## src/hw/rtl/hll_pkg.sv

```systemverilog
`default_nettype none

package hll_pkg;

	localparam int REGISTER_COUNT_DEF = 16384;

	// Widest index and count any legal register count needs
	localparam int IDX_W_MAX = 16;
	localparam int CNT_W_MAX = 17;

	localparam int KIND_W  = 2;
	localparam int HASH_W  = 64;
	localparam int EIDX_W  = 14;
	localparam int RANK_W  = 6;
	localparam int EST_W   = 64;
	localparam int EMPTY_W = 15;
	localparam int THR_W   = 15;
	localparam int LIM_W   = 16;
	localparam int CFG_W   = 16;
	localparam int CFG_IDX_W = 2;

	// Fraction bits of the 2^-rank sum
	localparam int SUM_FRAC = 49;

	localparam logic [KIND_W-1:0] KIND_ADD   = 2'd0;
	localparam logic [KIND_W-1:0] KIND_MERGE = 2'd1;
	localparam logic [KIND_W-1:0] KIND_EST   = 2'd2;

	localparam logic [CFG_IDX_W-1:0] CFG_LIN_THR   = 2'd0;
	localparam logic [CFG_IDX_W-1:0] CFG_LIN_LIM   = 2'd1;
	localparam logic [CFG_IDX_W-1:0] CFG_ALPHA_THR = 2'd2;

	localparam logic [THR_W-1:0] LIN_THR_RST   = 15'd1246;
	localparam logic [LIM_W-1:0] LIN_LIM_RST   = 16'd37000;
	localparam logic [THR_W-1:0] ALPHA_THR_RST = 15'd715;

	// ln 2 and the two alpha values, Q0.32
	localparam logic [31:0] LN2_Q32        = 32'd2977044472;
	localparam logic [31:0] ALPHA_LOW_Q32  = 32'd3023607604;
	localparam logic [31:0] ALPHA_HIGH_Q32 = 32'd3089557045;

	typedef struct packed {
		logic                 vld;
		logic [IDX_W_MAX-1:0] idx;
		logic [RANK_W-1:0]    rank;
	} upd_t;

	typedef struct packed {
		logic [EST_W-1:0]     sum;
		logic [CNT_W_MAX-1:0] empty;
	} walk_t;

	typedef struct packed {
		logic [THR_W-1:0] lin_thr;
		logic [LIM_W-1:0] lin_lim;
		logic [THR_W-1:0] alpha_thr;
	} cfg_t;

	typedef struct packed {
		logic                 vld;
		logic [EST_W-1:0]     est;
		logic [CNT_W_MAX-1:0] empty;
		logic                 lin;
	} res_t;

	// log2 in Q.32 by repeated squaring; used for elaboration constants
	function automatic logic [63:0] log2_q32(input logic [CNT_W_MAX-1:0] x);
		logic [4:0]  n;
		logic [63:0] m;
		logic [31:0] frac;
		n = '0;
		for (int k = 1; k < CNT_W_MAX; k++) begin
			if (x[k]) begin
				n = 5'(k);
			end
		end
		m = (64'(x) << 30) >> n;
		frac = '0;
		for (int i = 0; i < 32; i++) begin
			m = (m * m) >> 30;
			if (m[31]) begin
				m = m >> 1;
				frac[31-i] = 1'b1;
			end
		end
		return {27'd0, n, frac};
	endfunction

endpackage

`default_nettype wire

```

## src/hw/rtl/hll_estimator.sv

```systemverilog
`default_nettype none

module hll_estimator import hll_pkg::*; #(
	parameter int REGISTER_COUNT = REGISTER_COUNT_DEF
) (
	input  wire logic  clk,
	input  wire logic  arst_n,
	input  wire logic  start,
	input  wire walk_t walk,
	input  wire cfg_t  cfg,
	input  wire logic  take,
	output res_t       res
);

	localparam int DIV_STEPS = 81;
	localparam int LOG_STEPS = 32;
	localparam logic [CNT_W_MAX-1:0] RC = CNT_W_MAX'(REGISTER_COUNT);
	localparam logic [63:0] LOG2R = log2_q32(RC);
	localparam logic [63:0] R_SQ = 64'(REGISTER_COUNT) * 64'(REGISTER_COUNT);
	localparam logic [63:0] NUM_LOW  = R_SQ * 64'(ALPHA_LOW_Q32);
	localparam logic [63:0] NUM_HIGH = R_SQ * 64'(ALPHA_HIGH_Q32);

	typedef enum logic [8:0] {
		ES_IDLE = 9'b000000001,
		ES_PREP = 9'b000000010,
		ES_LOG  = 9'b000000100,
		ES_LN_A = 9'b000001000,
		ES_LN_B = 9'b000010000,
		ES_LN_C = 9'b000100000,
		ES_LN_D = 9'b001000000,
		ES_DIV  = 9'b010000000,
		ES_DONE = 9'b100000000
	} est_state_t;

	est_state_t state_q;
	logic [6:0] it_q;

	logic [EST_W-1:0]     sum_q, r_q, q_q, est_q;
	logic [CNT_W_MAX-1:0] empty_q;
	logic                 sat_q, lin_q;
	logic [4:0]           n_q;
	logic [30:0]          m_q;
	logic [31:0]          frac_q;
	logic [63:0]          p_lo_q;
	logic [36:0]          p_hi_q;
	logic [37:0]          lnq_q;
	logic [48:0]          m1_q;
	logic [22:0]          m2_q;
	logic [80:0]          nsh_q;

	logic [4:0]       lead;
	logic [30:0]      m_init;
	logic [61:0]      sq;
	logic [31:0]      sq_t;
	logic [63:0]      d;
	logic [23:0]      lin_est;
	logic             lin_try, lin_ok, sum_zero;
	logic [63:0]      num_sel;
	logic [EST_W-1:0] r_sh, r_nx, q_nx;
	logic             ge, sat_nx;

	always_comb begin
		lead = '0;
		for (int k = 1; k < CNT_W_MAX; k++) begin
			if (empty_q[k]) begin
				lead = 5'(k);
			end
		end
	end

	assign m_init  = 31'((48'(empty_q) << 30) >> lead);
	assign sq      = 62'(m_q) * 62'(m_q);
	assign sq_t    = sq[61:30];
	assign d       = LOG2R - {27'd0, n_q, frac_q};
	assign lin_est = 24'(m2_q) + 24'(m1_q[48:32]);
	assign lin_try = empty_q > CNT_W_MAX'(cfg.lin_thr);
	assign lin_ok  = lin_est < 24'(cfg.lin_lim);
	assign sum_zero = sum_q == '0;
	assign num_sel = (empty_q > CNT_W_MAX'(cfg.alpha_thr)) ? NUM_LOW : NUM_HIGH;

	// One restoring step of the divider
	assign r_sh   = {r_q[EST_W-2:0], nsh_q[80]};
	assign ge     = r_q[EST_W-1] || r_sh >= sum_q;
	assign r_nx   = ge ? r_sh - sum_q : r_sh;
	assign q_nx   = {q_q[EST_W-2:0], ge};
	assign sat_nx = sat_q || q_q[EST_W-1];

	always_ff @(posedge clk or negedge arst_n) begin
		if (!arst_n) begin
			state_q <= ES_IDLE;
			it_q    <= '0;
		end else begin
			unique case (state_q)
				ES_IDLE: begin
					if (start) begin
						state_q <= ES_PREP;
					end
				end
				ES_PREP: begin
					if (lin_try) begin
						state_q <= ES_LOG;
						it_q    <= 7'(LOG_STEPS - 1);
					end else if (sum_zero) begin
						state_q <= ES_DONE;
					end else begin
						state_q <= ES_DIV;
						it_q    <= 7'(DIV_STEPS - 1);
					end
				end
				ES_LOG: begin
					if (it_q == '0) begin
						state_q <= ES_LN_A;
					end else begin
						it_q <= it_q - 7'd1;
					end
				end
				ES_LN_A: state_q <= ES_LN_B;
				ES_LN_B: state_q <= ES_LN_C;
				ES_LN_C: state_q <= ES_LN_D;
				ES_LN_D: begin
					if (lin_ok || sum_zero) begin
						state_q <= ES_DONE;
					end else begin
						state_q <= ES_DIV;
						it_q    <= 7'(DIV_STEPS - 1);
					end
				end
				ES_DIV: begin
					if (it_q == '0) begin
						state_q <= ES_DONE;
					end else begin
						it_q <= it_q - 7'd1;
					end
				end
				ES_DONE: begin
					if (take) begin
						state_q <= ES_IDLE;
					end
				end
				default: state_q <= ES_IDLE;
			endcase
		end
	end

	always_ff @(posedge clk) begin
		case (state_q)
			ES_IDLE: begin
				if (start) begin
					sum_q   <= walk.sum;
					empty_q <= walk.empty;
				end
			end
			ES_PREP: begin
				n_q    <= lead;
				m_q    <= m_init;
				frac_q <= '0;
				r_q    <= '0;
				q_q    <= '0;
				sat_q  <= 1'b0;
				nsh_q  <= {num_sel, 17'd0};
				if (!lin_try && sum_zero) begin
					est_q <= '1;
					lin_q <= 1'b0;
				end
			end
			ES_LOG: begin
				m_q    <= sq_t[31] ? sq_t[31:1] : sq_t[30:0];
				frac_q <= {frac_q[30:0], sq_t[31]};
			end
			ES_LN_A: begin
				p_lo_q <= 64'(d[31:0]) * 64'(LN2_Q32);
				p_hi_q <= 37'(d[36:32]) * 37'(LN2_Q32);
			end
			ES_LN_B: lnq_q <= 38'(p_hi_q) + 38'(p_lo_q[63:32]);
			ES_LN_C: begin
				m1_q <= 49'(RC) * 49'(lnq_q[31:0]);
				m2_q <= 23'(RC) * 23'(lnq_q[37:32]);
			end
			ES_LN_D: begin
				if (lin_ok) begin
					est_q <= 64'(lin_est);
					lin_q <= 1'b1;
				end else if (sum_zero) begin
					est_q <= '1;
					lin_q <= 1'b0;
				end
			end
			ES_DIV: begin
				r_q   <= r_nx;
				q_q   <= q_nx;
				sat_q <= sat_nx;
				nsh_q <= nsh_q << 1;
				if (it_q == '0) begin
					est_q <= sat_nx ? '1 : q_nx;
					lin_q <= 1'b0;
				end
			end
			default: ;
		endcase
	end

	assign res.vld   = state_q == ES_DONE;
	assign res.est   = est_q;
	assign res.empty = empty_q;
	assign res.lin   = lin_q;

	a_start_idle: assert property (@(posedge clk) disable iff (!arst_n)
		start |-> state_q == ES_IDLE) else $error("walk finished while estimator busy");
	a_hold_done: assert property (@(posedge clk) disable iff (!arst_n)
		(res.vld && !take) |=> res.vld && $stable(est_q)) else $error("result dropped");
	a_lin_range: assert property (@(posedge clk) disable iff (!arst_n)
		(res.vld && res.lin) |-> est_q < 64'(cfg.lin_lim)) else $error("linear result over limit");

endmodule

`default_nettype wire

```

## config.mk

```make
export PLATFORM = sky130hd
export DESIGN_NAME = hll_estimator
export DESIGN_NICKNAME = d
export VERILOG_FILES = /design/src/hw/rtl/hll_pkg.sv /design/src/hw/rtl/hll_estimator.sv
export SDC_FILE = /design/constraint.sdc
export NUM_CORES = 2
export LEC_CHECK = 0
export ABC_AREA = 1
export BUFFER_PORTS_ARGS = -buffer_cell sky130_fd_sc_hd__buf_2
export CAP_MARGIN = 30
export CORE_UTILIZATION = 70
export CTS_BUF_LIST = sky130_fd_sc_hd__clkbuf_4 sky130_fd_sc_hd__clkbuf_8 sky130_fd_sc_hd__clkbuf_16
export DETAILED_ROUTE_END_ITERATION = 12
export GPL_TIMING_DRIVEN = 1
export HOLD_SLACK_MARGIN = 0.08
export PLACE_DENSITY = 0.88
export SYNTH_ARGS = -nofsm -noshare
export SYNTH_HDL_FRONTEND = slang
export SYNTH_SLANG_ARGS = --single-unit
```

## constraint.sdc

```tcl
create_clock -name clk -period 17.56 [get_ports clk]
set_clock_uncertainty 0.1 [all_clocks]
set_input_delay 0.878 -clock clk [delete_from_list [all_inputs] [get_ports clk]]
set_output_delay 0.878 -clock clk [all_outputs]
set_load 0.01 [all_outputs]
```

==> metrics <==
crit path max fanout 11; largest net degree at the start of global routing 101; Startpoint Class flop; Total GRT Usage 40.8%; crit path time final 10.09 ns; RSZ-0062 raised after global routing false; Area Growth Syn to Fin 6.31%; post-synthesis register bit count 498; initial antenna violation count 8; most frequent CP cell fa_1; Final Hold Vio Count 0; vias in the first global route 61494; most common cell after layout, fill and taps aside inv_1; Worst Setup End Kind flop; 1st-iter DRT viols 5575; Resized Gates After CTS 0; Pre-antenna DRT Iters 8; commonest cells after routing, fill and taps aside inv_1, nand2_1, fa_1; Yosys warnings 0; number of max-cap violations 0; Mapped Cells 8290; hold crit path type in -> reg; Initial Util 70.5%; Avg WL per Cell 21.3 um; vias per cell 5.87; status finished clean; I/O pins 214; global-route wire length before repair 332 mm; core area 103000 um2; synthesized area 72900 um2; Critical-path top delay cell fa_1; Die Y-Extent 325 um; Clk Latency, worst-skew pair 0.66 ns; Clock Sinks 498; htree depth 2; GPL Wtd Cong 1.05; Tcrit/Tclk final 57.4%; CTS tree yes; HPWL after detailed placement 174 mm; layout cells sized above 1 5.20%; syn avg cell area 8.79 um2; fill count 7172; final-layout setup total negative slack 0 ns; crit path kind reg -> reg; ANT nets after route 0; Yosys cell types 65; Final Max Slew Viols 0; DIE AREA 105000 um2; Achievable Freq 0.0991 GHz; Vias 58052; die width 325 um; maximum clock path buffer count 3; Critical Path RT 17.87 ns; Util after Layout 75.0%; DRT Wirelength 210 mm; clk slew on worst S/H paths 0.07 ns; grt total ovfl 0; max incr delay on CP 0.69 ns; setup violators final 0; Final nets 10501; Root Driver clkbuf_16; Least-Margin Pin Slew 1.05 ns; relative slew slack 30.1%; number of CTS-inserted buffers 54; port buffer count 213; critical path arrival 10.39 ns; # rows 118; DR DRC count 0; Seq/Total Area, Yosys 20.4%; Post-Syn Nets 10326
[final timing paths]
| check | from | end | slack [ns] | cells after the start |
|---|---|---|---|---|
| max | frac_q[0]$_SDFFCE_PN0P_ | p_lo_q[57]$_DFFE_PP_ | 7.47 | 37 |
| min | walk[32] | sum_q[15]$_DFFE_PP_ | 0.29 | 1 |
| max reg2reg | frac_q[0]$_SDFFCE_PN0P_ | p_lo_q[57]$_DFFE_PP_ | 7.47 | 37 |
| min reg2reg | lnq_q[22]$_DFFE_PP_ | m1_q[36]$_DFFE_PP_ | 0.31 | 0 |
| max in group asynchronous | arst_n | state_q[0]$_DFFE_PN1P_ | 16.43 | 2 |
| min in group asynchronous | arst_n | state_q[5]$_DFFE_PN0P_ | 0.61 | 2 |
[logic make-up (layout without fill, tap and decap cells)]
| logic type | count (synthesis) | count (layout) | synth area share (%) |
|---|---|---|---|
| compound gates | 903 | 903 | 6.97 |
| other cells | 1 | 11 | 0.00514 |
| simple gates | 2353 | 2353 | 13.3 |
| fa+ha+maj | 1905 | 1905 | 44.1 |
| flops | 498 | 498 | 20.4 |
| buf+inv | 2389 | 2607 | 12.3 |
| xor+xnor | 241 | 241 | 2.94 |
[timing repair]
action                                 4_1_cts  5_1_grt
endpoints found under the hold margin       15        0
buffers inserted                             0        0
hold buffers                                 1        0
[layout make-up]
cell class	instances	area [um2]	share of cell area, %
multi-input combinational	5403	49100	63.3
tap	1380	1730	2.23
inverter	2227	8360	10.8
clock buffer	66	1470	1.90
clock inverter	33	355	0.459
sequential	498	14900	19.2
timing repair buffer	281	1600	2.06
antenna	10	25.0	0.0323
[registers in the layout (all words and copies together) (netlist names), 31 cells and up]
signal / cells
r_q: 64
frac_q: 32
q_q: 64
p_hi_q: 34
sum_q: 64
est_q: 64
m_q: 31
nsh_q: 36
[critical path, delay by kind of cell (launching register included)]
kind	cells	cell delay, ns
fa+ha+maj	10	4.76
simple gates	13	1.70
flops	1	0.62
compound gates	6	1.24
xor+xnor	2	0.52
buf+inv	6	0.89
[stage by stage]
stage | hold slack (ns) | instance area (um2) | setup WS (ns) | instances
detailed placement | 0.305 | 75600 | 7.55 | 9786
global placement | 0.301 | 75600 | 7.75 | 9784
finish | 0.288 | 77500 | 7.47 | 9898
CTS | 0.273 | 77400 | 7.46 | 9886
floorplan | 0.300 | 72900 | 8.73 | 8290
global route | 0.285 | 77500 | 6.87 | 9891
[per-layer routing]
layer	GRT usage (%)	share of wire (%)
met5	0	0.019
met4	19.0	5.5
met3	9.04	11
met2	66.3	47
met1	52.3	37
[cell usage after synthesis (all sizes together)]
master   instances  area share [%]
dfrtp           15            0.51
o211a            1           0.014
xnor2           67            0.81
o22ai           10           0.094
o2111ai          4           0.048
o21ai          317             2.2
a22o             2           0.024
a211o            1           0.012
o21bai          32            0.33
a21boi          14            0.14
a21o            42            0.43
or2             17            0.15
clkbuf         137            0.71
o21ba            1           0.014
a221oi           7           0.084
edfxtp         482              20
a211oi          10            0.10
o221a            1           0.015
and3             6           0.052
dfstp            1           0.036
nor3            55            0.41
nor2           697             3.7
o41ai            1           0.012
nand4           49            0.43
nor3b            3           0.031
xor2           174             2.1
a31oi           40            0.34
o31ai            3           0.031
inv           2221              11
conb             1          0.0051
nand3          228             1.6
ha             802              14
nor4            36            0.31
clkinv           6           0.033
o311ai           2           0.024
a31o             1           0.012
buf             25            0.16
nand2         1238             6.4
nand3b          24            0.25
o21a            26            0.27
fa            1103              30
a21oi          362             2.5
a41oi            3           0.036
o211ai          16            0.16
o221ai           7           0.084
Power is not shown: default switching activity piles up to over one toggle a cycle in this logic, so the estimate is an artifact.
